===== src/square_tone_burst_envelope_macros.svh =====
// Assertion macros shared by the tone burst generator modules.
// Each macro expands to one labeled concurrent assertion that reports by $error.
`ifndef SQUARE_TONE_BURST_ENVELOPE_MACROS_SVH
`define SQUARE_TONE_BURST_ENVELOPE_MACROS_SVH

// Consequent must hold in the same cycle as the antecedent.
`define SQTB_ASSERT_SAME(label, clk, rst, ante, cons, msg) \
  label: assert property (@(posedge clk) disable iff (rst) (ante) |-> (cons)) \
    else $error(msg);

// Consequent must hold in the cycle after the antecedent.
`define SQTB_ASSERT_NEXT(label, clk, rst, ante, cons, msg) \
  label: assert property (@(posedge clk) disable iff (rst) (ante) |=> (cons)) \
    else $error(msg);

`endif


===== src/sqtb_pkg.sv =====
`timescale 1ns / 1ps
`default_nettype none
// ----------------------------------------------------------------------------
// sqtb_pkg: shared types and constants
// Register widths, reset values, register indexes, controller states and the
// command and status groups that join the controller to the datapath.
// ----------------------------------------------------------------------------
package sqtb_pkg;

  // Field widths.
  localparam int HP_W     = 12;
  localparam int LEN_W    = 12;
  localparam int BURST_W  = 16;
  localparam int AMP_W    = 15;
  localparam int SAMPLE_W = 16;
  localparam int PROD_W   = AMP_W + LEN_W;
  localparam int CFG_IDX_W  = 3;
  localparam int CFG_DATA_W = 16;

  // Register reset values.
  localparam logic [HP_W-1:0]    HALF_PERIOD_RST = 12'd6;
  localparam logic [LEN_W-1:0]   ATTACK_LEN_RST  = 12'd96;
  localparam logic [LEN_W-1:0]   RELEASE_LEN_RST = 12'd192;
  localparam logic [BURST_W-1:0] BURST_LEN_RST   = 16'd1600;
  localparam logic [AMP_W-1:0]   AMPLITUDE_RST   = 15'd12000;

  // Register indexes on the write port.
  localparam logic [CFG_IDX_W-1:0] CFG_HALF_PERIOD = 3'd0;
  localparam logic [CFG_IDX_W-1:0] CFG_ATTACK_LEN  = 3'd1;
  localparam logic [CFG_IDX_W-1:0] CFG_RELEASE_LEN = 3'd2;
  localparam logic [CFG_IDX_W-1:0] CFG_BURST_LEN   = 3'd3;
  localparam logic [CFG_IDX_W-1:0] CFG_AMPLITUDE   = 3'd4;

  // Controller states.
  typedef enum logic [2:0] {
    S_IDLE,
    S_EVAL,
    S_PHASE,
    S_MUL,
    S_MAG_GO,
    S_MAG,
    S_FINISH
  } sqtb_state_t;

  // Commands from the controller to the datapath.
  typedef struct packed {
    logic load;         // take the accepted beat, apply restart
    logic eval;         // set up default magnitude and sign
    logic div_start;    // launch the shared divider
    logic div_sel_mag;  // 0: frame / half period, 1: product / ramp length
    logic cap_phase;    // capture the sign from the quotient parity
    logic mul;          // register amplitude times ramp position
    logic cap_mag;      // capture the scaled magnitude
    logic finish;       // load the result and advance the frame counter
  } sqtb_cmd_t;

  // Status from the datapath to the controller.
  typedef struct packed {
    logic live;      // current frame belongs to a burst
    logic ramp;      // attack or release scaling applies
    logic div_done;  // divider quotient is ready
  } sqtb_status_t;

endpackage
`default_nettype wire


===== src/sqtb_ifs.sv =====
`timescale 1ns / 1ps
`default_nettype none
// ----------------------------------------------------------------------------
// sqtb_ifs: stream channels of the tone burst generator
// The tick channel carries the restart flag in; the frame channel carries one
// stereo result out. Both use a valid/ready handshake.
// ----------------------------------------------------------------------------
interface sqtb_tick_if;
  logic valid;
  logic ready;
  logic restart;

  modport source (output valid, output restart, input ready);
  modport sink   (input valid, input restart, output ready);
endinterface

interface sqtb_frame_if;
  logic                                   valid;
  logic                                   ready;
  logic signed [sqtb_pkg::SAMPLE_W-1:0]   left_sample;
  logic signed [sqtb_pkg::SAMPLE_W-1:0]   right_sample;
  logic                                   burst_active;
  logic                                   burst_last;

  modport source (output valid, output left_sample, output right_sample,
                  output burst_active, output burst_last, input ready);
  modport sink   (input valid, input left_sample, input right_sample,
                  input burst_active, input burst_last, output ready);
endinterface
`default_nettype wire


===== src/sqtb_div.sv =====
`timescale 1ns / 1ps
`default_nettype none
`include "square_tone_burst_envelope_macros.svh"
// ----------------------------------------------------------------------------
// sqtb_div: serial restoring divider
// Produces one quotient bit per cycle; done pulses for one cycle once the
// quotient is complete. The divisor must be nonzero.
// ----------------------------------------------------------------------------
module sqtb_div #(
  parameter int DIV_W = 27
) (
  input  wire logic                      clk,
  input  wire logic                      rst,
  input  wire logic                      start,
  input  wire logic [DIV_W-1:0]          dividend,
  input  wire logic [sqtb_pkg::HP_W-1:0] divisor,
  output logic      [DIV_W-1:0]          quotient,
  output logic                           done
);

  localparam int CNT_W = $clog2(DIV_W + 1);
  localparam int VW    = sqtb_pkg::HP_W;

  logic [CNT_W-1:0] count;
  logic             busy;
  logic [VW-1:0]    den;
  logic [VW-1:0]    rem;
  logic [VW:0]      shifted;
  logic [VW:0]      trial;
  logic             fits;

  // One restoring step: bring in the next dividend bit and try the subtract.
  assign shifted = {rem, quotient[DIV_W-1]};
  assign trial   = shifted - {1'b0, den};
  assign fits    = (shifted >= {1'b0, den});

  // Control of the iteration.
  always_ff @(posedge clk) begin
    if (rst) begin
      busy  <= 1'b0;
      done  <= 1'b0;
      count <= '0;
    end else begin
      done <= 1'b0;
      if (start) begin
        busy  <= 1'b1;
        count <= CNT_W'(DIV_W);
      end else if (busy) begin
        count <= count - CNT_W'(1);
        if (count == CNT_W'(1)) begin
          busy <= 1'b0;
          done <= 1'b1;
        end
      end
    end
  end

  // Partial remainder and quotient shift register.
  always_ff @(posedge clk) begin
    if (start) begin
      den      <= divisor;
      rem      <= '0;
      quotient <= dividend;
    end else if (busy) begin
      rem      <= fits ? trial[VW-1:0] : shifted[VW-1:0];
      quotient <= {quotient[DIV_W-2:0], fits};
    end
  end

  // A new division is only launched while the unit is free.
  `SQTB_ASSERT_SAME(a_div_start_free, clk, rst, start, !busy, "divider restarted while busy")
  // The partial remainder always stays below the divisor.
  `SQTB_ASSERT_SAME(a_div_rem_bound, clk, rst, busy, rem < den, "remainder out of range")

endmodule
`default_nettype wire


===== src/sqtb_dp.sv =====
`timescale 1ns / 1ps
`default_nettype none
// ----------------------------------------------------------------------------
// sqtb_dp: tone burst datapath
// Holds the configuration registers, frame counter and burst flag, the
// envelope multiplier, the shared divider and the result registers.
// ----------------------------------------------------------------------------
module sqtb_dp #(
  parameter int COUNT_WIDTH = 16
) (
  input  wire logic                             clk,
  input  wire logic                             rst,
  input  wire logic                             wr_en,
  input  wire logic [sqtb_pkg::CFG_IDX_W-1:0]   wr_index,
  input  wire logic [sqtb_pkg::CFG_DATA_W-1:0]  wr_data,
  input  wire logic                             restart,
  input  wire sqtb_pkg::sqtb_cmd_t              cmd,
  output sqtb_pkg::sqtb_status_t                st,
  output logic signed [sqtb_pkg::SAMPLE_W-1:0]  left_sample,
  output logic signed [sqtb_pkg::SAMPLE_W-1:0]  right_sample,
  output logic                                  burst_active,
  output logic                                  burst_last
);

  localparam int BURST_W = sqtb_pkg::BURST_W;
  localparam int PROD_W  = sqtb_pkg::PROD_W;
  localparam int AMP_W   = sqtb_pkg::AMP_W;
  localparam int LEN_W   = sqtb_pkg::LEN_W;
  localparam int CMPW    = (COUNT_WIDTH > BURST_W) ? COUNT_WIDTH : BURST_W;
  localparam int DIV_W   = (COUNT_WIDTH > PROD_W) ? COUNT_WIDTH : PROD_W;

  // Configuration registers.
  logic [sqtb_pkg::HP_W-1:0] half_period;
  logic [LEN_W-1:0]          attack_len;
  logic [LEN_W-1:0]          release_len;
  logic [BURST_W-1:0]        burst_len;
  logic [AMP_W-1:0]          amplitude;

  // Burst state and per-frame working registers.
  logic [COUNT_WIDTH-1:0] frame_index;
  logic                   active_flag;
  logic [AMP_W-1:0]       mag;
  logic                   neg;
  logic [PROD_W-1:0]      prod;

  // Derived frame values.
  logic [CMPW-1:0]           frame_ext;
  logic [CMPW-1:0]           burst_ext;
  logic [CMPW:0]             frame_p1;
  logic [BURST_W-1:0]        remain;
  logic                      ramp_att;
  logic                      ramp_rel;
  logic                      last;
  logic [LEN_W-1:0]          mul_x;
  logic [sqtb_pkg::HP_W-1:0] hp_eff;
  logic [DIV_W-1:0]          div_dividend;
  logic [LEN_W-1:0]          div_divisor;
  logic [DIV_W-1:0]          quotient;
  logic                      div_done;
  logic [sqtb_pkg::SAMPLE_W-1:0] mag_ext;
  logic [sqtb_pkg::SAMPLE_W-1:0] sample;

  // Configuration writes.
  always_ff @(posedge clk) begin
    if (rst) begin
      half_period <= sqtb_pkg::HALF_PERIOD_RST;
      attack_len  <= sqtb_pkg::ATTACK_LEN_RST;
      release_len <= sqtb_pkg::RELEASE_LEN_RST;
      burst_len   <= sqtb_pkg::BURST_LEN_RST;
      amplitude   <= sqtb_pkg::AMPLITUDE_RST;
    end else if (wr_en) begin
      case (wr_index)
        sqtb_pkg::CFG_HALF_PERIOD: half_period <= wr_data[sqtb_pkg::HP_W-1:0];
        sqtb_pkg::CFG_ATTACK_LEN:  attack_len  <= wr_data[LEN_W-1:0];
        sqtb_pkg::CFG_RELEASE_LEN: release_len <= wr_data[LEN_W-1:0];
        sqtb_pkg::CFG_BURST_LEN:   burst_len   <= wr_data[BURST_W-1:0];
        sqtb_pkg::CFG_AMPLITUDE:   amplitude   <= wr_data[AMP_W-1:0];
        default: ;
      endcase
    end
  end

  // Frame classification. While live the frame is below burst_len, so it
  // fits in the burst length width and the remaining count is positive.
  assign frame_ext = CMPW'(frame_index);
  assign burst_ext = CMPW'(burst_len);
  assign frame_p1  = {1'b0, frame_ext} + (CMPW + 1)'(1);
  assign remain    = burst_len - frame_ext[BURST_W-1:0];
  assign ramp_att  = (attack_len != '0) && (frame_ext < CMPW'(attack_len));
  assign ramp_rel  = (release_len != '0) && (remain <= BURST_W'(release_len));
  assign last      = (frame_p1 >= {1'b0, burst_ext}) || (&frame_index);

  assign st.live     = active_flag && (frame_ext < burst_ext);
  assign st.ramp     = ramp_att || ramp_rel;
  assign st.div_done = div_done;

  // Operand selection for the multiplier and the shared divider.
  assign mul_x        = ramp_att ? frame_ext[LEN_W-1:0] : remain[LEN_W-1:0];
  assign hp_eff       = (half_period == '0) ? sqtb_pkg::HP_W'(1) : half_period;
  assign div_dividend = cmd.div_sel_mag ? DIV_W'(prod) : DIV_W'(frame_index);
  assign div_divisor  = cmd.div_sel_mag ? (ramp_att ? attack_len : release_len) : hp_eff;

  sqtb_div #(
    .DIV_W (DIV_W)
  ) u_div (
    .clk      (clk),
    .rst      (rst),
    .start    (cmd.div_start),
    .dividend (div_dividend),
    .divisor  (div_divisor),
    .quotient (quotient),
    .done     (div_done)
  );

  // Magnitude, sign and envelope product.
  always_ff @(posedge clk) begin
    if (cmd.eval) begin
      mag <= amplitude;
      neg <= 1'b0;
    end
    if (cmd.cap_phase) begin
      neg <= quotient[0];
    end
    if (cmd.mul) begin
      prod <= PROD_W'(amplitude) * PROD_W'(mul_x);
    end
    if (cmd.cap_mag) begin
      mag <= quotient[AMP_W-1:0];
    end
  end

  // Signed sample from sign and magnitude.
  assign mag_ext = {1'b0, mag};
  assign sample  = neg ? (sqtb_pkg::SAMPLE_W'(0) - mag_ext) : mag_ext;

  // Frame counter and burst flag.
  always_ff @(posedge clk) begin
    if (rst) begin
      frame_index <= '0;
      active_flag <= 1'b0;
    end else if (cmd.load) begin
      if (restart) begin
        frame_index <= '0;
        active_flag <= 1'b1;
      end
    end else if (cmd.finish) begin
      if (st.live) begin
        frame_index <= frame_index + COUNT_WIDTH'(1);
        if (last) begin
          active_flag <= 1'b0;
        end
      end else begin
        active_flag <= 1'b0;
      end
    end
  end

  // Result registers, loaded once per frame.
  always_ff @(posedge clk) begin
    if (cmd.finish) begin
      left_sample  <= st.live ? sample : '0;
      right_sample <= st.live ? sample : '0;
      burst_active <= st.live;
      burst_last   <= st.live && last;
    end
  end

endmodule
`default_nettype wire


===== src/sqtb_ctrl.sv =====
`timescale 1ns / 1ps
`default_nettype none
`include "square_tone_burst_envelope_macros.svh"
// ----------------------------------------------------------------------------
// sqtb_ctrl: tone burst sequencer
// Steps one tick through classification, the phase division and the envelope
// multiply and division where they apply, and the result handoff to the output register.
// ----------------------------------------------------------------------------
module sqtb_ctrl (
  input  wire logic                   clk,
  input  wire logic                   rst,
  input  wire logic                   in_valid,
  output logic                        in_ready,
  output logic                        out_valid,
  input  wire logic                   out_ready,
  input  wire sqtb_pkg::sqtb_status_t st,
  output sqtb_pkg::sqtb_cmd_t         cmd
);

  sqtb_pkg::sqtb_state_t state;
  sqtb_pkg::sqtb_state_t state_next;

  // State register and output valid flag.
  always_ff @(posedge clk) begin
    if (rst) begin
      state     <= sqtb_pkg::S_IDLE;
      out_valid <= 1'b0;
    end else begin
      state <= state_next;
      if (cmd.finish) begin
        out_valid <= 1'b1;
      end else if (out_ready) begin
        out_valid <= 1'b0;
      end
    end
  end

  // Next state.
  always_comb begin
    state_next = state;
    case (state)
      sqtb_pkg::S_IDLE: begin
        if (in_valid) state_next = sqtb_pkg::S_EVAL;
      end
      sqtb_pkg::S_EVAL: begin
        state_next = st.live ? sqtb_pkg::S_PHASE : sqtb_pkg::S_FINISH;
      end
      sqtb_pkg::S_PHASE: begin
        if (st.div_done) state_next = st.ramp ? sqtb_pkg::S_MUL : sqtb_pkg::S_FINISH;
      end
      sqtb_pkg::S_MUL: begin
        state_next = sqtb_pkg::S_MAG_GO;
      end
      sqtb_pkg::S_MAG_GO: begin
        state_next = sqtb_pkg::S_MAG;
      end
      sqtb_pkg::S_MAG: begin
        if (st.div_done) state_next = sqtb_pkg::S_FINISH;
      end
      sqtb_pkg::S_FINISH: begin
        if (!out_valid || out_ready) state_next = sqtb_pkg::S_IDLE;
      end
      default: begin
        state_next = sqtb_pkg::S_IDLE;
      end
    endcase
  end

  // Commands and input handshake.
  always_comb begin
    cmd      = '0;
    in_ready = 1'b0;
    case (state)
      sqtb_pkg::S_IDLE: begin
        in_ready = 1'b1;
        cmd.load = in_valid;
      end
      sqtb_pkg::S_EVAL: begin
        cmd.eval      = 1'b1;
        cmd.div_start = st.live;
      end
      sqtb_pkg::S_PHASE: begin
        cmd.cap_phase = st.div_done;
      end
      sqtb_pkg::S_MUL: begin
        cmd.mul = 1'b1;
      end
      sqtb_pkg::S_MAG_GO: begin
        cmd.div_start   = 1'b1;
        cmd.div_sel_mag = 1'b1;
      end
      sqtb_pkg::S_MAG: begin
        cmd.div_sel_mag = 1'b1;
        cmd.cap_mag     = st.div_done;
      end
      sqtb_pkg::S_FINISH: begin
        cmd.finish = !out_valid || out_ready;
      end
      default: begin
        cmd = '0;
      end
    endcase
  end

  // An accepted beat always moves on to classification.
  `SQTB_ASSERT_NEXT(a_accept_eval, clk, rst, in_valid && in_ready, state == sqtb_pkg::S_EVAL, "accepted beat not evaluated")
  // A finished frame waits while the previous result is still held.
  `SQTB_ASSERT_NEXT(a_finish_hold, clk, rst, state == sqtb_pkg::S_FINISH && out_valid && !out_ready, state == sqtb_pkg::S_FINISH && out_valid, "result overwritten before taken")

endmodule
`default_nettype wire


===== src/square_tone_burst_envelope.sv =====
// A tick beat runs through classification alone outside a burst, adds the phase division
// on the plateau and the envelope multiply and division in an attack or release frame; a held result adds its wait.
// A new tick is taken only once the previous frame has reached the output register; the serial divider
// (one quotient bit per cycle, 27 bits, used once or twice per frame) sets the pace.
// Reset (rst, synchronous, active high) restores the register defaults, clears
// the frame counter, leaves the generator idle and empties the output register.
`timescale 1ns / 1ps
`default_nettype none
// ----------------------------------------------------------------------------
// square_tone_burst_envelope: square-wave tone burst with linear envelope
// Produces one stereo frame per tick: a square tone of programmable period and
// amplitude, shaped by a linear attack and release over a programmable burst.
// ----------------------------------------------------------------------------
module square_tone_burst_envelope #(
  parameter int COUNT_WIDTH = 16
) (
  input  wire logic                            clk,
  input  wire logic                            rst,
  sqtb_tick_if.sink                            tick,
  sqtb_frame_if.source                         stereo,
  input  wire logic                            wr_en,
  input  wire logic [sqtb_pkg::CFG_IDX_W-1:0]  wr_index,
  input  wire logic [sqtb_pkg::CFG_DATA_W-1:0] wr_data
);

  sqtb_pkg::sqtb_cmd_t    cmd;
  sqtb_pkg::sqtb_status_t st;
  logic                   in_ready;
  logic                   out_valid;

  assign tick.ready   = in_ready;
  assign stereo.valid = out_valid;

  // Sequencer.
  sqtb_ctrl u_ctrl (
    .clk       (clk),
    .rst       (rst),
    .in_valid  (tick.valid),
    .in_ready  (in_ready),
    .out_valid (out_valid),
    .out_ready (stereo.ready),
    .st        (st),
    .cmd       (cmd)
  );

  // Datapath with registers, envelope arithmetic and result registers.
  sqtb_dp #(
    .COUNT_WIDTH (COUNT_WIDTH)
  ) u_dp (
    .clk          (clk),
    .rst          (rst),
    .wr_en        (wr_en),
    .wr_index     (wr_index),
    .wr_data      (wr_data),
    .restart      (tick.restart),
    .cmd          (cmd),
    .st           (st),
    .left_sample  (stereo.left_sample),
    .right_sample (stereo.right_sample),
    .burst_active (stereo.burst_active),
    .burst_last   (stereo.burst_last)
  );

endmodule
`default_nettype wire


===== src/flat_wrapper.sv =====
// flat-port wrapper written by rule: the top's interface ports become plain ports
module square_tone_burst_envelope_flat 
#(
  parameter int COUNT_WIDTH = 16
)
  (clk, rst, wr_en, wr_index, wr_data, tick_valid, tick_restart, tick_ready, stereo_valid, stereo_left_sample, stereo_right_sample, stereo_burst_active, stereo_burst_last, stereo_ready);
  sqtb_tick_if tick_i ();
  sqtb_frame_if stereo_i ();
  input  wire logic clk;
  input  wire logic rst;
  input  wire logic wr_en;
  input  wire logic [sqtb_pkg::CFG_IDX_W-1:0] wr_index;
  input  wire logic [sqtb_pkg::CFG_DATA_W-1:0] wr_data;
  input wire logic [$bits(tick_i.valid)-1:0] tick_valid;
  input wire logic [$bits(tick_i.restart)-1:0] tick_restart;
  output wire logic [$bits(tick_i.ready)-1:0] tick_ready;
  output wire logic [$bits(stereo_i.valid)-1:0] stereo_valid;
  output wire logic [$bits(stereo_i.left_sample)-1:0] stereo_left_sample;
  output wire logic [$bits(stereo_i.right_sample)-1:0] stereo_right_sample;
  output wire logic [$bits(stereo_i.burst_active)-1:0] stereo_burst_active;
  output wire logic [$bits(stereo_i.burst_last)-1:0] stereo_burst_last;
  input wire logic [$bits(stereo_i.ready)-1:0] stereo_ready;
  assign tick_i.valid = tick_valid;
  assign tick_i.restart = tick_restart;
  assign tick_ready = tick_i.ready;
  assign stereo_valid = stereo_i.valid;
  assign stereo_left_sample = stereo_i.left_sample;
  assign stereo_right_sample = stereo_i.right_sample;
  assign stereo_burst_active = stereo_i.burst_active;
  assign stereo_burst_last = stereo_i.burst_last;
  assign stereo_i.ready = stereo_ready;
  square_tone_burst_envelope #(.COUNT_WIDTH(COUNT_WIDTH)) u_core (.clk(clk), .rst(rst), .tick(tick_i), .stereo(stereo_i), .wr_en(wr_en), .wr_index(wr_index), .wr_data(wr_data));
endmodule

===== config.mk =====
export PLATFORM = sky130hd
export DESIGN_NAME = square_tone_burst_envelope_flat
export DESIGN_NICKNAME = d
export VERILOG_FILES = /design/src/sqtb_pkg.sv /design/src/sqtb_ifs.sv /design/src/sqtb_div.sv /design/src/sqtb_dp.sv /design/src/sqtb_ctrl.sv /design/src/square_tone_burst_envelope.sv /design/src/flat_wrapper.sv
export VERILOG_INCLUDE_DIRS = /design/src /design/src/src
export SDC_FILE = /design/constraint.sdc
export NUM_CORES = 1
export LEC_CHECK = 0
export BUFFER_PORTS_ARGS = -buffer_cell sky130_fd_sc_hd__buf_2
export CORE_ASPECT_RATIO = 1.2
export CORE_MARGIN = 10
export CORE_UTILIZATION = 40
export DETAILED_ROUTE_END_ITERATION = 10
export MAX_ROUTING_LAYER = met4
export PLACE_DENSITY_LB_ADDON = 0.05
export SLEW_MARGIN = 10
export SYNTH_ARGS = -nofsm -noshare
export SYNTH_HDL_FRONTEND = slang
export SYNTH_SLANG_ARGS = --single-unit

===== constraint.sdc =====
create_clock -name clk -period 7.9 [get_ports clk]
set_clock_uncertainty 0.15 [all_clocks]
set_input_delay 1.185 -clock clk [delete_from_list [all_inputs] [get_ports clk]]
set_output_delay 1.185 -clock clk [all_outputs]
set_load 0.02 [all_outputs]

## After elaboration in Yosys (flattened, before gate mapping)

Index checks and enable logic that the tools add are counted.

| storage, ports and cells | value |
|---|---|
| bits in registers | 207 |
| input bits | 25 |
| logic and storage cells | 131 |

| cells by class | value |
|---|---|
| add/subtract/negate cells | 6 |
| multiply operators | 1 |
| $lt $le $gt $ge | 5 |
| equal/unequal tests | 17 |
| mux-type cells | 46 |
| bitwise gates (word level) | 1 |
| reduce and logical (&&, ||, !) cells | 32 |

Operators with widths:

| operator | number |
|---|---|
| 2-to-1 mux 27 bit | 3 |
| 2-to-1 mux 16 bit | 4 |
| 2-to-1 mux 12 bit | 5 |
| 2-to-1 mux 15 bit | 3 |
| multiplier 15 x 12 -> 27 bit | 1 |
| nonzero test 12 bit | 2 |
| 2-to-1 mux 1 bit | 21 |
| one-hot mux 3 bit (7 select lines) | 1 |
| 2-to-1 mux 3 bit | 6 |
| adder 16 x 1 -> 17 bit, second input constant | 1 |
| >= comparator 17 x 16 -> 1 bit | 1 |
| adder 16 x 1 -> 16 bit, second input constant | 1 |
| less-or-equal comparator 16 x 12 -> 1 bit | 1 |
| < comparator 16 x 12 -> 1 bit | 1 |
| < comparator 16 bit | 1 |
| AND reduction 16 bit | 1 |
| subtractor 1 x 15 -> 16 bit, first input constant | 1 |
| subtractor 16 bit | 1 |
| >= comparator 13 x 12 -> 1 bit | 1 |
| equality test 3 x 2 -> 1 bit, second input constant | 4 |
| equality test 3 bit, second input constant | 4 |
| logical NOT 12 bit | 1 |
| AND reduction 2 bit | 6 |
| nonzero test 2 bit | 6 |
| other kinds (17) | 31 |

## Logic depth before layout (Yosys ltp)

Gate-level depths: netlist of run 1.

| logic depth | value |
|---|---|
| word-level depth | 7 |
| depth in mapped cells | 31 |
| depth with buffers taken out | 30 |

## Modules after synthesis

A second synthesis of run 1 with hierarchy kept.

| unflattened totals | value |
|---|---|
| cell total of the unflattened synthesis | 1930 |
| area, all modules | 17407.9 um2 |

Modules (own cells, without submodules):

| module | times used | cells each | area each (um2) |
|---|---|---|---|
| sqtb_dp | 1 | 1623 | 14054.7 |
| sqtb_div | 1 | 270 | 3037.9 |
| sqtb_ctrl | 1 | 37 | 315.3 |

## Least setup slack after synthesis of run 1

Ideal clock, no wire load.

| timing path | value |
|---|---|
| path type | register -> register |
| start point | reg u_core.u_dp.frame_index[3], in the netlist u_core.u_dp.frame_ext[3] |
| end point | reg u_core.u_dp.prod[25], data pin |
| library setup time | 258 ps |
| arrival time | 6961 ps |
| path slack | 531 ps |
| stages on the path, launching flop included | 28 |
| buffers on the path | 2 |
| clock period less this slack | 7369 ps |
| cell sequence | dfxtp_1 -> clkbuf_1 -> inv_1 -> ha_1 -> a21oi_4 -> a21boi_4 -> o41a_4 -> or2_1 -> xor2_1 -> mux2_4 -> buf_6 -> and2_4 -> fa_1 -> fa_1 -> fa_1 -> fa_1 -> inv_1 -> fa_1 -> inv_1 -> ha_1 -> a21o_1 -> a21oi_1 -> o21ai_0 -> a221oi_1 -> o311ai_0 -> a31o_2 -> a21oi_1 -> xnor2_1 |

| on the way | value |
|---|---|
| cells in the longest elaborated chain, start to end | 4 |
| elaborated cells between the ends (all ways) | 5 |
| classes of those cells | add/sub: 1; mul: 1; order compare: 1; mux: 1; reduce/logical: 1 |

Ends and longest elaborated chain:

| item | RTL line | RTL |
|---|---|---|
| start, declared | sqtb_dp.sv:40 | `logic [COUNT_WIDTH-1:0] frame_index;` |
| start signal, assigned | sqtb_dp.sv:148 | `frame_index <= frame_index + COUNT_WIDTH'(1);` |
| < comparator 16 x 12 -> 1 bit | sqtb_dp.sv:89 | `assign ramp_att = (attack_len != '0) && (frame_ext < CMPW'(attack_len));` |
| logical AND 1 bit | sqtb_dp.sv:89 |  |
| 2-to-1 mux 12 bit * | sqtb_dp.sv:98 | `assign mul_x = ramp_att ? frame_ext[LEN_W-1:0] : remain[LEN_W-1:0];` |
| multiplier 15 x 12 -> 27 bit * | sqtb_dp.sv:125 | `prod <= PROD_W'(amplitude) * PROD_W'(mul_x);` |
| end signal, assigned | sqtb_dp.sv:125 |  |
| end, declared | sqtb_dp.sv:44 | `logic [PROD_W-1:0] prod;` |

Mark *: on every way between the ends. The rest lies on a longest branch, timed or not.
A chain may end at the register's enable or synchronous reset.

## Final worst setup path of run 1

| timing path | value |
|---|---|
| start point | reg u_core.u_dp.frame_index[7], in the netlist u_core.u_dp.frame_ext[7] |
| end point | reg u_core.u_dp.prod[25], data pin |

The elaborated chain is that of the path after synthesis.

==> results of run 1 <==
-- path summary, 6_finish.rpt --
path | start | end | slack (ns) | cells past startpoint
worst min-delay path | u_core.u_dp.half_period[0]$_SDFFE_PP0P_ | u_core.u_dp.half_period[0]$_SDFFE_PP0P_ | 0.32 | 2
worst max register to register | u_core.u_dp.frame_ext[7]$_SDFFE_PP0P_ | u_core.u_dp.prod[25]$_DFFE_PP_ | 0.26 | 27
worst max-delay path | u_core.u_dp.frame_ext[7]$_SDFFE_PP0P_ | u_core.u_dp.prod[25]$_DFFE_PP_ | 0.26 | 27
worst min register to register | u_core.u_dp.half_period[0]$_SDFFE_PP0P_ | u_core.u_dp.half_period[0]$_SDFFE_PP0P_ | 0.32 | 2
-- critical path, stage by stage, from the launching register on --
cell,delay [ns]
sky130_fd_sc_hd__dfxtp_2,0.39
sky130_fd_sc_hd__inv_1,0.11
sky130_fd_sc_hd__ha_1,0.39
sky130_fd_sc_hd__and4_4,0.21
sky130_fd_sc_hd__a21boi_4,0.14
sky130_fd_sc_hd__o41a_4,0.44
sky130_fd_sc_hd__or2_1,0.27
sky130_fd_sc_hd__xor2_2,0.18
sky130_fd_sc_hd__buf_4,0.16
sky130_fd_sc_hd__mux2_2,0.32
sky130_fd_sc_hd__and2_4,0.18
sky130_fd_sc_hd__fa_1,0.49
sky130_fd_sc_hd__inv_1,0.06
sky130_fd_sc_hd__fa_1,0.52
sky130_fd_sc_hd__inv_1,0.05
sky130_fd_sc_hd__fa_1,0.50
sky130_fd_sc_hd__fa_1,0.54
sky130_fd_sc_hd__inv_1,0.05
sky130_fd_sc_hd__fa_1,0.53
sky130_fd_sc_hd__inv_1,0.04
sky130_fd_sc_hd__ha_1,0.37
sky130_fd_sc_hd__a21oi_1,0.16
sky130_fd_sc_hd__o21ai_0,0.11
sky130_fd_sc_hd__a221oi_2,0.30
sky130_fd_sc_hd__o311ai_2,0.17
sky130_fd_sc_hd__a31o_2,0.26
sky130_fd_sc_hd__a21oi_1,0.18
sky130_fd_sc_hd__xnor2_1,0.08
-- stage by stage --
step | util (%) | power, uW | std cells | hold WS [ns] | instance area, sq um
6_report | 44.20 | 3253 | 2556 | 0.3214 | 18910
5_1_grt | 44.20 | 3431 | 2556 | 0.3495 | 18910
4_1_cts | 44.00 | 3301 | 2552 | 0.3185 | 18830
3_5_place_dp | 42.15 | 2117 | 2507 | 0.3118 | 18030
3_3_place_gp | 42.15 | 2110 | 2507 | 0.2950 | 18030
2_1_floorplan | - | 1913 | 1965 | 0.2857 | 17330
-- logic make-up after synthesis --
group / share of synthesized area [%]
AOI/OAI and AO/OA: 11.93
muxes: 3.313
xor gates and xnor gates: 3.537
and+or+nand+nor: 17.71
adders and majority gates: 25.06
DFF: 29.68
buffers and inverters: 8.771
-- area by class of cell --
type | count | area (sq um)
clock inverter | 16 | 152.6
clock buffer | 29 | 640.6
sequential | 207 | 5147
timing repair buffer | 95 | 563.0
fill | 4301 | 23870
inverter | 260 | 975.9
multi-input combinational | 1397 | 10740
tap | 552 | 690.7
-- sequential cells by signal, summed over array words and instances (netlist names), 15 cells and up --
name	count
u_core.u_dp.right_sample	16
u_core.u_dp.amplitude	15
u_core.u_dp.burst_ext	16
u_core.u_dp.prod	27
u_core.u_dp.mag	15
u_core.u_dp.u_div.quotient	27
u_core.u_dp.frame_ext	16
-- repair_timing --
| item | in CTS | in global routing |
|---|---|---|
| endpoints found under the hold margin | 0 | 0 |
| gates resized for setup | 0 | 14 |
| setup endpoints to repair | 0 | 9 |
| hold buffers | 0 | 0 |
| setup buffers | 0 | 3 |
-- metal layers --
metal	track usage, %	up-vias	wire (microns)
li1	-	6515	-
met1	23.12	6713	20920
met2	37.96	254	27520
met3	1.716	77	1870
met4	6.079	0	1404
met5	-	-	0
-- report_power, final --
group	internal, uW	switching [uW]	total (uW)
Sequential	1270	96.3	1360
Clock	676	488	1160
Combinational	286	438	724
Total	2230	1020	3250
-- layout by cell type (no fill, tap or decap), types with 8 or more instances in the layout --
cell,instances
sky130_fd_sc_hd__xnor2_1,49
sky130_fd_sc_hd__edfxtp_1,100
sky130_fd_sc_hd__and3_1,8
sky130_fd_sc_hd__o21ai_0,52
sky130_fd_sc_hd__a21oi_1,165
sky130_fd_sc_hd__nor2b_1,11
sky130_fd_sc_hd__mux2_2,20
sky130_fd_sc_hd__o21a_1,13
sky130_fd_sc_hd__nor3_1,25
sky130_fd_sc_hd__or3_1,12
sky130_fd_sc_hd__a21o_1,18
sky130_fd_sc_hd__buf_4,35
sky130_fd_sc_hd__fa_1,132
sky130_fd_sc_hd__buf_2,60
sky130_fd_sc_hd__nor4_1,9
sky130_fd_sc_hd__inv_1,259
sky130_fd_sc_hd__clkbuf_16,25
sky130_fd_sc_hd__clkinv_1,8
sky130_fd_sc_hd__mux2i_1,23
sky130_fd_sc_hd__mux2_4,8
sky130_fd_sc_hd__nand3_1,39
sky130_fd_sc_hd__nand3b_1,12
sky130_fd_sc_hd__a211oi_1,13
sky130_fd_sc_hd__nand4_1,11
sky130_fd_sc_hd__nand2_1,341
sky130_fd_sc_hd__nand2b_1,10
sky130_fd_sc_hd__nor2_1,105
sky130_fd_sc_hd__and2_1,61
sky130_fd_sc_hd__xor2_1,20
sky130_fd_sc_hd__dfxtp_1,105
sky130_fd_sc_hd__ha_1,136
==> results.cfg, run 1 <==
[outcome]
run_status = finished, final reports clean

[clock_network]
htree_levels = 1
clk_path_buf_depth = 3
tritoncts.num_buffers = 25
tritoncts = built
root_buffer = sky130_fd_sc_hd__clkbuf_16
numClockSinks = 207
clk_latency_ns = 0.55
worst_setup_hold_path_clk_slew_ns = 0.07

[sta]
rsz0062_at_grt = false
finalCriticalPeriod_ns = 7.639
fin_setup_tns_ns = 0
max_slew_margin_pct = 27.71
slew_violations = 0
hold_violations = 0
worst_pin_slew_ns = 1.084
post-route-worst-setup-slack_ns = 0.2605
finalSetupViolCount = 0
finalCritPeriodShare_pct = 96.70
max_freq_mhz = 130.9

[routing]
dr_total_vias = 13560
post-route-drc-count = 0
drt_first_pass_iters = 5
finalWirelength_microns = 51720
detail_route.vias_per_cell = 5.305
detail_route.wl_per_cell_microns = 20.23
postRouteAntennaNets = 0
drt_iter0_drc = 730

[grt]
global_route.usage.total_pct = 20.52
grt_start_max_net_pins = 97
grt_pass1_wl_microns = 81360
grt_overflow_total = 0
grt_antenna_before_repair = 0
vias_in_the_first_global_route = 14040

[floorplan]
fp-row-count = 83
die_h_microns = 248.0
io_pins = 61
initial_util_pct = 40.51
chipWidth_microns = 210.0
die_area_sq_um = 52090
placeableCoreArea_sq_um = 42790

[setup_path]
worst_setup_path_start_kind = flip-flop
critPathArrivalTime_ns = 7.78
end_kind = flip-flop
worstSetupPathType = flip-flop to flip-flop
crit_path_max_fanout = 6
cp.required_ns = 8.04

[place]
place_hpwl_microns = 39510
placer_congestion = 0.8919
preCtsSetupSlack_ns = 0.1423
port-buffer-count = 60

[final_layout]
area.growth.synth_to_final_pct = 9.110
post_route_cells_drive_above_1_share_pct = 9.731
finish.net_count = 2279
inserted_diodes = 0

[yosys]
asyncSetResetFlopFracSynth_pct = 0
ys_top_cells_by_count = sky130_fd_sc_hd__nand2_1, sky130_fd_sc_hd__inv_1, sky130_fd_sc_hd__a21oi_1
ys_seq_elements = 207
avgSynthCellArea_sq_um = 8.821
syn-num-nets = 2258
synth_largest_type_area_fraction_pct = 17.32
syn_inst = 1965
synth_area_leader_cell = sky130_fd_sc_hd__edfxtp_1
synth_seq_area_share_pct = 29.68
synth.yosys.warnings = 0
synth_area_leaders = sky130_fd_sc_hd__edfxtp_1, sky130_fd_sc_hd__fa_1, sky130_fd_sc_hd__dfxtp_1, sky130_fd_sc_hd__ha_1, sky130_fd_sc_hd__nand2_1
synthFlopType = sky130_fd_sc_hd__dfxtp_1
syn-cell-area_sq_um = 17330
synth.distinct_cells = 76
post-synth-top-count-cell = sky130_fd_sc_hd__nand2_1
synth_enable_flop_cells = 100

[power]
vdd_drop_max_uv = 185.5
lkg_pwr_uw = 0.008333
p_per_area_nw_per_um2 = 172.0

[flow_run]
cap_violations = 0

[worst_hold_path]
min-delay-path-class = flip-flop to flip-flop
Power figures use the tool's default switching activity.
==> run 2, diff against run 1 <==
Settings changed: CORE_ASPECT_RATIO 1.2 to default.
==> run 2 against run 1 <==
Compared with the run above: core utilization is 0.21 points higher; maximum frequency is 0.23% lower; clock-buffer cell count is 7 higher; die area hardly changed; clock power is 8% higher; non-clock buffer count is 4 higher; cell count is 1.6% higher; combinational power is 0.6% higher; sequential share of layout area is 0.25 points lower; power is 2.8% higher; routed wire length is 1.6% lower; register-to-register slack worse by 0.02 ns; critical path type unchanged; largest cell class unchanged; highest routed layer unchanged.
==> results.cfg, run 2 (synthesis results as in run 1) <==
[outcome]
run_status = finished, final reports clean

[floorplan]
die_area_sq_um = 52060
placeableCoreArea_sq_um = 42980
fp-row-count = 76
die_h_microns = 228.2
io_pins = 61
initial_util_pct = 40.33
chipWidth_microns = 228.2

[routing]
drt_first_pass_iters = 5
postRouteAntennaNets = 0
drt_iter0_drc = 828
dr_total_vias = 13620
detail_route.wl_per_cell_microns = 19.61
finalWirelength_microns = 50910
detail_route.vias_per_cell = 5.245
post-route-drc-count = 0

[setup_path]
worst_setup_path_start_kind = flip-flop
crit_path_max_fanout = 6
critical_path.top_delay_family = adder cells
worst_path_largest_cell_delay_ns = 0.59
cpMostUsedCell = sky130_fd_sc_hd__fa_1
worstSetupPathType = flip-flop to flip-flop
end_kind = flip-flop
critical_path.n_buffers_inverters = 3
timing.critical_path.slowest_stage_cell = sky130_fd_sc_hd__fa_1
cp.required_ns = 8.02
critPathArrivalTime_ns = 7.78
worstSetupPathDepth = 26
r2r_cells = 26

[clock_network]
clk_path_buf_depth = 3
cts-hold-fix-buffers = 0
clk_latency_ns = 0.55
tritoncts = built
root_buffer = sky130_fd_sc_hd__clkbuf_16
htree_levels = 1
tritoncts.num_buffers = 26
worst_setup_hold_path_clk_slew_ns = 0.06
numClockSinks = 207

[sta]
worst_pin_slew_ns = 1.040
finalCritPeriodShare_pct = 96.93
hold_violations = 0
slew_violations = 0
finalCriticalPeriod_ns = 7.657
max_slew_margin_pct = 30.55
finalSetupViolCount = 0
max_freq_mhz = 130.6

[grt]
grt_start_max_net_pins = 85
grt_antenna_before_repair = 0
grt_overflow_total = 0
vias_in_the_first_global_route = 13810
grt_pass1_wl_microns = 80350
global_route.usage.total_pct = 19.90

[final_layout]
stdcell_count = 2596
inserted_diodes = 0
reg.largest.list = u_core.u_dp.prod (27), u_core.u_dp.u_div.quotient (27)
post_route_cells_drive_above_1_share_pct = 10.19
most_frequent_cells_in_the_layout = sky130_fd_sc_hd__nand2_1, sky130_fd_sc_hd__inv_1, sky130_fd_sc_hd__a21oi_1
final_area_sq_um = 19090
area.growth.synth_to_final_pct = 10.13
layout_commonest_cell = sky130_fd_sc_hd__nand2_1
finish.net_count = 2284

[power]
vdd_drop_max_uv = 147.3
lkg_pwr_uw = 0.008376
p_per_area_nw_per_um2 = 175.1

[worst_hold_path]
holdPathStages = 2
min-delay-path-class = flip-flop to flip-flop

[place]
place_hpwl_microns = 38930
placer_congestion = 0.9584
dpl-instance-area_sq_um = 18120
port-buffer-count = 60
numPlacedInstances = 2545

[flow_run]
cap_violations = 0
[run 2: worst register-to-register path: stages (launching register included)]
cell                       delay, ns
sky130_fd_sc_hd__dfxtp_2        0.39
sky130_fd_sc_hd__ha_1           0.20
sky130_fd_sc_hd__inv_1          0.06
sky130_fd_sc_hd__fa_1           0.42
sky130_fd_sc_hd__nand3_2        0.13
sky130_fd_sc_hd__a21boi_4       0.07
sky130_fd_sc_hd__o41a_4         0.43
sky130_fd_sc_hd__or2_1          0.26
sky130_fd_sc_hd__xor2_2         0.23
sky130_fd_sc_hd__mux2_4         0.36
sky130_fd_sc_hd__and2_1         0.20
sky130_fd_sc_hd__fa_1           0.50
sky130_fd_sc_hd__fa_1           0.59
sky130_fd_sc_hd__fa_1           0.47
sky130_fd_sc_hd__fa_1           0.55
sky130_fd_sc_hd__inv_1          0.06
sky130_fd_sc_hd__fa_1           0.53
sky130_fd_sc_hd__inv_1          0.06
sky130_fd_sc_hd__ha_4           0.28
sky130_fd_sc_hd__o31a_1         0.15
sky130_fd_sc_hd__o2111a_1       0.22
sky130_fd_sc_hd__o31ai_2        0.10
sky130_fd_sc_hd__a211oi_2       0.30
sky130_fd_sc_hd__o21ai_1        0.12
sky130_fd_sc_hd__a31oi_1        0.21
sky130_fd_sc_hd__mux2i_1        0.21
sky130_fd_sc_hd__o311ai_0       0.14
[run 2: report_power, final]
group / total, uW / internal (uW) / switching, uW
clock: 1250 / 751 / 500
sequential: 1360 / 1270 / 94.4
combinational: 728 / 285 / 443
total: 3340 / 2310 / 1040
[run 2: through the flow]
step | setup WS, ns | power (uW) | utilization, % | hold WS, ns | TNS, ns
2_1_floorplan | 0.5312 | 1913 | - | 0.2857 | 0
3_3_place_gp | 0.1059 | 2107 | 42.17 | 0.2973 | 0
3_5_place_dp | 0.03470 | 2113 | 42.17 | 0.3140 | 0
4_1_cts | 0.001799 | 3384 | 44.22 | 0.3226 | 0
5_1_grt | -0.01359 | 3527 | 44.41 | 0.3465 | -0.01660
6_report | 0.2428 | 3342 | 44.41 | 0.3223 | 0
[run 2: routing by layer]
layer / up-vias / track usage [%] / wire length (microns)
met4: 0 / 4.770 / 1189
met1: 6806 / 24.41 / 22320
li1: 6520 / - / -
met2: 220 / 34.87 / 25910
met5: - / - / 0
met3: 71 / 1.725 / 1492
[run 2: path summary, 6_finish.rpt]
kind | slack, ns | end | from
worst max-delay path | 0.24 | u_core.u_dp.prod[26]$_DFFE_PP_ | u_core.u_dp.frame_ext[0]$_SDFFE_PP0P_
worst min-delay path | 0.32 | u_core.u_dp.half_period[0]$_SDFFE_PP0P_ | u_core.u_dp.half_period[0]$_SDFFE_PP0P_
worst max register to register | 0.24 | u_core.u_dp.prod[26]$_DFFE_PP_ | u_core.u_dp.frame_ext[0]$_SDFFE_PP0P_
worst min register to register | 0.32 | u_core.u_dp.half_period[0]$_SDFFE_PP0P_ | u_core.u_dp.half_period[0]$_SDFFE_PP0P_
[run 2: repair_timing]
action,CTS,global route
setup endpoints to repair,0,9
gates resized for setup,0,11
endpoints found under the hold margin,0,0
buffers inserted,0,2
[run 2: final cells by class]
cell class                      instances  area, sq um
Clock buffer                           36        739.5
Clock inverter                         12        143.9
Fill cell                            4313        23890
Inverter                              260        975.9
Multi-Input combinational cell       1397        10740
Sequential cell                       207         5147
Tap cell                              585        732.0
Timing Repair Buffer                   99        605.6
